==> config.mk <==
export PLATFORM = sky130hd
export DESIGN_NAME = scq_lerp
export DESIGN_NICKNAME = d
export VERILOG_FILES = /design/src/rtl/scq_pkg.sv /design/src/rtl/scq_lerp.sv
export SDC_FILE = /design/constraint.sdc
export NUM_CORES = 1
export LEC_CHECK = 0
export BUFFER_PORTS_ARGS = -buffer_cell sky130_fd_sc_hd__buf_2
export CAP_MARGIN = 20
export CORE_ASPECT_RATIO = 1.2
export CORE_MARGIN = 8
export CORE_UTILIZATION = 50
export CTS_CLUSTER_DIAMETER = 120
export DETAILED_ROUTE_END_ITERATION = 7
export PLACE_DENSITY = 0.67
export SLEW_MARGIN = 10
export SYNTH_ARGS = -nofsm -noshare
export SYNTH_HDL_FRONTEND = slang
export SYNTH_SLANG_ARGS = --single-unit
==> constraint.sdc <==
create_clock -name clk -period 16 [get_ports clk]
set_input_delay 0.8 -clock clk [delete_from_list [all_inputs] [get_ports clk]]
set_output_delay 0.8 -clock clk [all_outputs]
set_load 0.02 [all_outputs]
==> src/rtl/scq_pkg.sv <==
// shared types and constants of the quarter-wave sine/cosine lookup
package scq_pkg;

	// 2/pi as unsigned Q0.32
	localparam logic [31:0] TWO_OVER_PI_Q32 = 32'hA2F9_836E;
	// pi/2 as unsigned Q2.62
	localparam logic [63:0] HALF_PI_Q62 = 64'h6487_ED51_10B4_611A;

	localparam int ROM_W  = 32;
	localparam int FRAC_W = 16;
	localparam int MAG_W  = 15;

	// quadrant of the scaled angle magnitude
	typedef enum logic [1:0] {
		QUAD_0 = 2'd0,
		QUAD_1 = 2'd1,
		QUAD_2 = 2'd2,
		QUAD_3 = 2'd3
	} quad_t;

	// stage enables handed to each interpolator
	typedef struct packed {
		logic en_s5;
		logic en_s6;
	} scq_lerp_ctl_t;

endpackage

==> src/rtl/scq_lerp.sv <==
// two-stage linear interpolator between neighboring table entries, unsigned q0.15 magnitude out
module scq_lerp (
	input  logic                                clk,
	input  scq_pkg::scq_lerp_ctl_t              ctl,
	input  logic [scq_pkg::ROM_W-1:0]           ent_a,
	input  logic [scq_pkg::ROM_W-1:0]           ent_b,
	input  logic [scq_pkg::FRAC_W-1:0]          frac,
	output logic [scq_pkg::MAG_W-1:0]           mag
);
	import scq_pkg::*;

	localparam int DIFF_W = ROM_W + 1;
	localparam int PROD_W = DIFF_W + FRAC_W + 1;

	logic signed [DIFF_W-1:0] diff;
	logic signed [PROD_W-1:0] prod;
	logic signed [PROD_W-1:0] prod_s5;
	logic [ROM_W-1:0]         a_s5;
	logic signed [PROD_W-1:0] sum;
	logic signed [PROD_W-1:0] rnd;
	logic [PROD_W-32:0]       whole;
	logic [MAG_W-1:0]         mag_d;
	logic [MAG_W-1:0]         mag_s6;

	// slope times fraction
	assign diff = $signed({1'b0, ent_b}) - $signed({1'b0, ent_a});
	assign prod = PROD_W'($signed({1'b0, frac})) * PROD_W'(diff);

	always_ff @(posedge clk) begin
		if (ctl.en_s5) begin
			prod_s5 <= prod;
			a_s5    <= ent_a;
		end
	end

	// base plus slope, clamp at zero, round half up to q0.15, saturate +1.0
	assign sum   = $signed({{(PROD_W-ROM_W-FRAC_W){1'b0}}, a_s5, {FRAC_W{1'b0}}}) + prod_s5;
	assign rnd   = sum + PROD_W'(64'h4000_0000);
	assign whole = rnd[PROD_W-1:31];

	always_comb begin
		if (sum[PROD_W-1]) begin
			mag_d = '0;
		end else if (|whole[PROD_W-32:MAG_W]) begin
			mag_d = '1;
		end else begin
			mag_d = whole[MAG_W-1:0];
		end
	end

	always_ff @(posedge clk) begin
		if (ctl.en_s6) begin
			mag_s6 <= mag_d;
		end
	end

	assign mag = mag_s6;

endmodule

== Yosys cells after proc, flatten, opt, wreduce, memory -nomap -nowiden ==
Cells that the tools add are included.

* Output and inout port bits: 15
* Register bits: 97

* $mul: 1
* Add/subtract/negate cells: 3
* Mux-type cells: 1
* Reduce and logical (&&, ||, !) cells: 1

{| class="wikitable"
|+ Operators by type and width
! cell !! count
|-
| $add 49x50->50 || 1
|-
| $add 50x31->50 const B || 1
|-
| $mul 17x33->50 || 1
|-
| $sub 32x32->33 || 1
|-
| $mux 15 || 1
|-
| $reduce_or 4->1 || 1
|}

== Depth between registers and ports, before layout ==
Gate-level depths: netlist (run 1).

* Depth after elaboration: 4
* Mapped depth: 40
* Depth with buffers taken out: 39

== Worst setup path before layout (run 1) ==
Ideal clock, no wire load.

* Path kind: in2reg
* Start point: in ent_b[0] (netlist name)
* End point: reg prod_s5[49] (data pin)
* Cell stages on the path: 36
* Path slack: 6802 ps
* Library setup time: 260 ps
* Buffers on the path: 1
* Arrival time: 8938 ps
* Cells stage by stage: inv_1 > ha_1 > inv_1 > fa_1 > a21o_1 > a21oi_1 > o21bai_1 > a32o_1 > a221o_1 > nand2_1 > o21a_1 > o21bai_1 > a21oi_1 > xnor2_1 > clkbuf_1 > nand2_1 > fa_1 > fa_1 > fa_1 > inv_1 > fa_1 > fa_1 > inv_1 > fa_1 > inv_1 > ha_1 > a21o_1 > a21o_1 > a21o_1 > nor3_1 > a311oi_2 > o311ai_0 > a311oi_1 > o21a_1 > nor2_1 > xnor2_1

* Cells in the longest elaborated chain, start to end: 2

{| class="wikitable"
|+ RTL lines
! item !! line !! text
|-
| start, declared || scq_lerp.sv:6 || <nowiki>input logic [scq_pkg::ROM_W-1:0] ent_b,</nowiki>
|-
| $sub 32x32->33 || scq_lerp.sv:26 || <nowiki>assign diff = $signed({1'b0, ent_b}) - $signed({1'b0, ent_a});</nowiki>
|-
| $mul 17x33->50 || scq_lerp.sv:27 || <nowiki>assign prod = PROD_W'($signed({1'b0, frac})) * PROD_W'(diff);</nowiki>
|-
| via prod[49] || scq_lerp.sv:16 || <nowiki>logic signed [PROD_W-1:0] prod;</nowiki>
|-
| end signal, assigned || scq_lerp.sv:31 || <nowiki>prod_s5 <= prod;</nowiki>
|-
| end, declared || scq_lerp.sv:17 || <nowiki>logic signed [PROD_W-1:0] prod_s5;</nowiki>
|}

The timed path passes the listed nets, and every way through them passes these cells.
A chain may end at the register's enable or synchronous reset.

== Worst setup path in the final report (run 1) ==
Ends and elaborated chain as after synthesis.

==> results of run 1 <==
## per-layer routing
metal | vias to the layer above | global-route usage | part of all wire
met3 | 175 | 0.0319 | 0.062
li1 | 7796 | - | -
met4 | 0 | 0.0972 | 0.043
met1 | 8914 | 0.282 | 0.40
met5 | - | 0 | 0
met2 | 634 | 0.394 | 0.49
## path summary, 6_finish.rpt
path                                     to       from  cells after the start  slack (ns)
worst max register to register       mag[0]    a_s5[6]                     11       11.40
worst max-delay path            prod_s5[49]   ent_b[0]                     37        5.80
worst min register to register      mag[12]   a_s5[27]                      3        0.85
worst min-delay path               a_s5[28]  ent_a[28]                      1        0.64
## worst max-delay path: cells and delay by family
kind	cells	cell delay (ns)
adders and majority gates	9	3.89
AOI/OAI and AO/OA	15	4.11
buffers and inverters	7	0.62
and+or+nand+nor	4	0.67
xor gates and xnor gates	2	0.21
## layout by cell type, fill, tap and decap left out, types with 17 or more instances in the layout
cell | synthesis | layout
inv_1 | 638 | 638
fa_1 | 502 | 502
nand2_1 | 374 | 374
and2_1 | 188 | 188
ha_1 | 181 | 181
buf_2 | 4 | 97
edfxtp_1 | 81 | 81
a21oi_1 | 59 | 58
nor2_1 | 53 | 52
xnor2_1 | 59 | 49
a21o_1 | 48 | 48
buf_4 | 3 | 32
o21ai_0 | 25 | 25
nor2b_1 | 25 | 25
xor2_1 | 28 | 25
nand3_1 | 19 | 19
nor3_1 | 17 | 17
## sequential cells by signal, indices dropped and copies added (netlist names)
register  count
mag          15
prod_s5      34
a_s5         32
## cell type report
| type | count | area, sq um | share of cell area |
|---|---|---|---|
| antenna | 1 | 2.50 | 0.0000991 |
| clock buffer | 9 | 225 | 0.00892 |
| clock inverter | 7 | 133 | 0.00525 |
| inverter | 638 | 2390 | 0.0948 |
| multi-input combinational | 1754 | 18600 | 0.735 |
| sequential | 81 | 2430 | 0.0963 |
| tap | 623 | 779 | 0.0309 |
| timing repair buffer | 129 | 726 | 0.0287 |
## cell families after synthesis
kind of cell    synth area share
simple gates               0.151
buf+inv                    0.117
fa+ha+maj                  0.521
compound gates            0.0751
xor+xnor                  0.0336
flops                      0.103
mux                     0.000423
## through the flow
step	hold WS [ns]	instances	cell area [sq um]	utilization	setup WS, ns
after global routing	0.621	3241	25300	0.538	5.32
after detailed placement	0.833	3225	24900	0.531	5.47
final	0.635	3242	25300	0.538	5.80
after global placement	0.833	3225	24900	0.531	5.65
after floorplan	0.674	2565	23700	-	6.80
after CTS	0.621	3241	25300	0.538	5.86
==> metrics.txt, run 1 <==
Via-to-Cell Ratio between 5 and 6; initial antenna violation count 0; Netlist cell types 83; final wirelength ~60 mm; largest net degree at the start of global routing 67; most used cell, CP fa_1; Post-Syn Area ~0.024 sq mm; Slew HR 0.212; share of the synthesized area in the top cell type 0.425; Synth top cells by count inv_1 (638), fa_1 (502), nand2_1 (374); post-synthesis register bit count 81; Iter 0 DRT Violations between 1,000 and 1,500; gr ovfl total 0; # DRC 0; # fillers 4,192; Clock Root Buffer clkbuf_16; Avg WL per Cell between 15 and 20 um; critical path data arrival time 10.30 ns; syn nets 3,331; EDFF count, synth ~80; cts hold-fix bufs 0; total die area around 0.055 sq mm; Tmin final 10.20 ns; critical path type in2reg; total track usage 0.227; synthesized area per cell about 9.2 sq um; final hold vios 0; Synth Instances 2,565; share of cells above drive strength 1 0.0756; Crit. End Element register; detailed placement HPWL 47.0 mm; outcome complete, no violations; post-route setup TNS 0 ns; clk slew on worst S/H paths roughly 0.070 ns; drt pass-1 iters 6; io pins ~100; die width about 210 um; Starting Density 0.504; Synth-to-Final Area Change 6.76%; Die Y about 250 um; Setup violations, final 0; Seq/Total Area, Yosys 0.103; required time of the critical path 16.10 ns; row count between 80 and 90; # port buffers 97; # clock sinks between 80 and 90; first-pass GRT wire length between 90 and 100 mm; RSZ-0062 raised after global routing no; Bufs on Longest Clock Path 2; TritonCTS Buffers 9; Tightest Pin Transition roughly 1.2 ns; Worst setup SP type input port; top-count cell post-synth inv_1; CP max-delay cell o311ai_0; Post-CTS Setup Bufs 0; yosys warns 0; core area ~0.047 sq mm; cell taking the most area after synthesis fa_1; fraction of registers with async set/reset 0; number of global-route vias before repair 19,500; clk_skew slightly above 0.006 ns; Skew-Pair Late Insertion Delay about 0.35 ns; maximum capacitance violations 0; fin crit share 0.638; dominant cells by area after synthesis fa_1 (42%), edfxtp_1 (10%), inv_1 (10%); Final Max Slew Viols 0; Worst path max stage delay just under 1 ns; htree depth 3; TritonCTS clock tree yes; crit-path max FO 16; global placer's final weighted congestion a little under 0.9; CTS resizes 0; worst min-delay path category in2reg; Max Fclk approximately 0.1 GHz; dominant synthesized flop cell edfxtp_1; via count ~18,000; final net count between 3,000 and 4,000; remaining antenna violation count after routing 0
Power of run 1 is not shown: default switching activity piles up to over one toggle a cycle in this logic, so the estimate is an artifact.
==> run 2, diff against run 1 <==
--- a/config.mk
+++ b/config.mk
@@ -5,6 +5,7 @@
 export SDC_FILE = /design/constraint.sdc
 export NUM_CORES = 1
 export LEC_CHECK = 0
+export ABC_AREA = 1
 export BUFFER_PORTS_ARGS = -buffer_cell sky130_fd_sc_hd__buf_2
 export CAP_MARGIN = 20
 export CORE_ASPECT_RATIO = 1.2
@@ -12,7 +13,7 @@
 export CORE_UTILIZATION = 50
 export CTS_CLUSTER_DIAMETER = 120
 export DETAILED_ROUTE_END_ITERATION = 7
-export PLACE_DENSITY = 0.67
+export PLACE_DENSITY = 0.69
 export SLEW_MARGIN = 10
 export SYNTH_ARGS = -nofsm -noshare
 export SYNTH_HDL_FRONTEND = slang
==> constraint.sdc (replaced) <==
create_clock -name clk -period 8.6 [get_ports clk]
set_input_delay 0.43 -clock clk [delete_from_list [all_inputs] [get_ports clk]]
set_output_delay 0.43 -clock clk [all_outputs]
set_load 0.02 [all_outputs]
==> run 2 against run 1 <==
Net effect: clock-buffer cell count unchanged; via count rose by 28%; first-iteration DRC count up 23%; setup slack lost 5.4 ns; core utilization up 1.3 points; sequential share of layout area fell by 1.2 points; global-route usage is 4.7 points higher; cell count increased by 34%; synthesized area is 11% higher; flip-flop and latch count stayed put.
==> metrics.txt, run 2 <==
io pins a little under 100; r2r endpoint mag[14]; core area about 0.052 sq mm; max reg flops 34; Worst R2R Start prod_s5[24]; R2R depth 21; # port buffers 97; row count slightly above 90; area of the multi-input gates 0.0200 sq mm; Final Max Slew Viols 0; critical path type in2reg; total track usage 0.274; largest reg by FF count prod_s5; CP Depth 33; Synth Instances between 3,000 and 4,000; final net count 4,401; Final WS setup between 0.3 and 0.4 ns; slack of the worst reg-to-reg path 5.04 ns; Max Fclk roughly 0.12 GHz; remaining antenna violation count after routing 0; Tmin final about 8.2 ns; # clock sinks a little over 80; most frequent cells in the layout inv_1 (933), nand2_1 (767), fa_1 (502), nor2_1 (325), ha_1 (181); Worst setup SP type input port; dominant cells by area after synthesis fa_1 (38%), inv_1 (13%), nand2_1 (11%); # fillers approximately 5,000; global placer's final weighted congestion ~1.0; cell taking the most area after synthesis fa_1; Setup violations, final 0; Avg WL per Cell roughly 19 um; fraction of registers with async set/reset 0; yosys warns 0; worst min-delay path startpoint ent_a[30]; EDFF count, synth 81; Buf/Inv on CP 9; most common cell after layout, fill and taps aside inv_1; dpl ws -0.224 ns; Seq/Total Area, Yosys 0.0925; final wirelength a little over 80 mm; detailed placement HPWL ~70 mm; worst min-delay path category in2reg; Worst path max stage delay 0.59 ns; post-route cell area 0.0288 sq mm; total die area 0.0602 sq mm; number of global-route vias before repair 23,800; via count roughly 22,000; crit-path max FO 6; htree depth 3; Post-Syn Area between 0.02 and 0.03 sq mm; Synth top cells by count inv_1 (933), nand2_1 (767), fa_1 (502); outcome complete, no violations; final hold vios 0; final core occ 0.551; DP Area about 0.028 sq mm; TritonCTS clock tree yes; post-synthesis register bit count a little over 80; maximum capacitance violations 0; top-count cell post-synth inv_1; CP max-delay cell fa_1; Clock Root Buffer clkbuf_16; crit path to prod_s5[48]; # DRC 0; Crit. End Element register; syn nets 4,224; RSZ-0062 raised after global routing no; drt pass-1 iters 5; Iter 0 DRT Violations between 1,500 and 2,000; Crit path max-delay family adder cells; first-pass GRT wire length 127 mm; Die Y 267 um; fin crit share 0.956; required time of the critical path between 8 and 9 ns; Worst Setup SP ent_b[0]; synthesized area per cell between 7 and 8 sq um; Via-to-Cell Ratio roughly 5.2; Skew-Pair Late Insertion Delay 0.35 ns; gr ovfl total 0; TritonCTS Buffers 9; largest net degree at the start of global routing between 60 and 70; die width 225 um; Bufs on Longest Clock Path 2; Netlist cell types 43; share of cells above drive strength 1 0.106; clk slew on worst S/H paths 0.06 ns; Tightest Pin Transition approximately 0.9 ns; initial antenna violation count 0; sequential cell area between 0.002 and 0.0025 sq mm; Synth-to-Final Area Change 9.54%; clk_skew between 0.01 and 0.015 ns; share of the synthesized area in the top cell type 0.382; Slew HR 0.400; post-route setup TNS 0 ns; critical path data arrival time 8.33 ns; dominant synthesized flop cell edfxtp_1; Starting Density 0.503
-- run 2: repair_timing --
item	4_1_cts	5_1_grt
resized for setup	0	3
hold buffers	0	0
endpoints found under the setup margin	0	2
buffers inserted	0	0
-- run 2: final cells by class --
| cell class | count | area share |
|---|---|---|
| Multi-Input combinational cell | 2346 | 0.694 |
| Inverter | 952 | 0.124 |
| Sequential cell | 81 | 0.0845 |
| Timing Repair Buffer | 245 | 0.0574 |
| Tap cell | 705 | 0.0306 |
| Clock buffer | 9 | 0.00782 |
| Clock inverter | 7 | 0.00178 |
| Antenna cell | 1 | 0.0000869 |
-- run 2: through the flow --
step           hold WS (ns)  std cells
2_1_floorplan         0.529       3458
3_3_place_gp          0.623       4328
4_1_cts               0.255       4344
5_1_grt               0.259       4345
3_5_place_dp          0.626       4328
6_report              0.267       4346
-- run 2: cell families (layout without fill, tap and decap cells) --
| family | count (synthesis) | in the layout | share of synthesized area |
|---|---|---|---|
| xor+xnor | 64 | 64 | 0.0213 |
| other cells | 0 | 1 | 0 |
| flops | 81 | 81 | 0.0925 |
| compound gates | 230 | 230 | 0.0492 |
| simple gates | 1369 | 1369 | 0.220 |
| fa+ha+maj | 683 | 683 | 0.468 |
| buf+inv | 1031 | 1213 | 0.148 |
-- run 2: metal layers --
layer | GRT usage | wire [um] | vias to the layer above
met2 | 0.482 | 39700 | 842
met5 | 0 | 0 | -
li1 | - | - | 10500
met4 | 0.128 | 4160 | 0
met1 | 0.327 | 30800 | 10900
met3 | 0.0403 | 5810 | 194
-- run 2: how the worst min path moves through the flow --
stage | endpoint | slack [ns] | depth (start not counted)
floorplan | a_s5[0] | 0.53 | 0
global placement | a_s5[30] | 0.62 | 1
detailed placement | a_s5[2] | 0.63 | 1
CTS | a_s5[30] | 0.25 | 1
global route | a_s5[30] | 0.26 | 1
finish | a_s5[30] | 0.27 | 1
Power of run 2 is left out for the same reason.
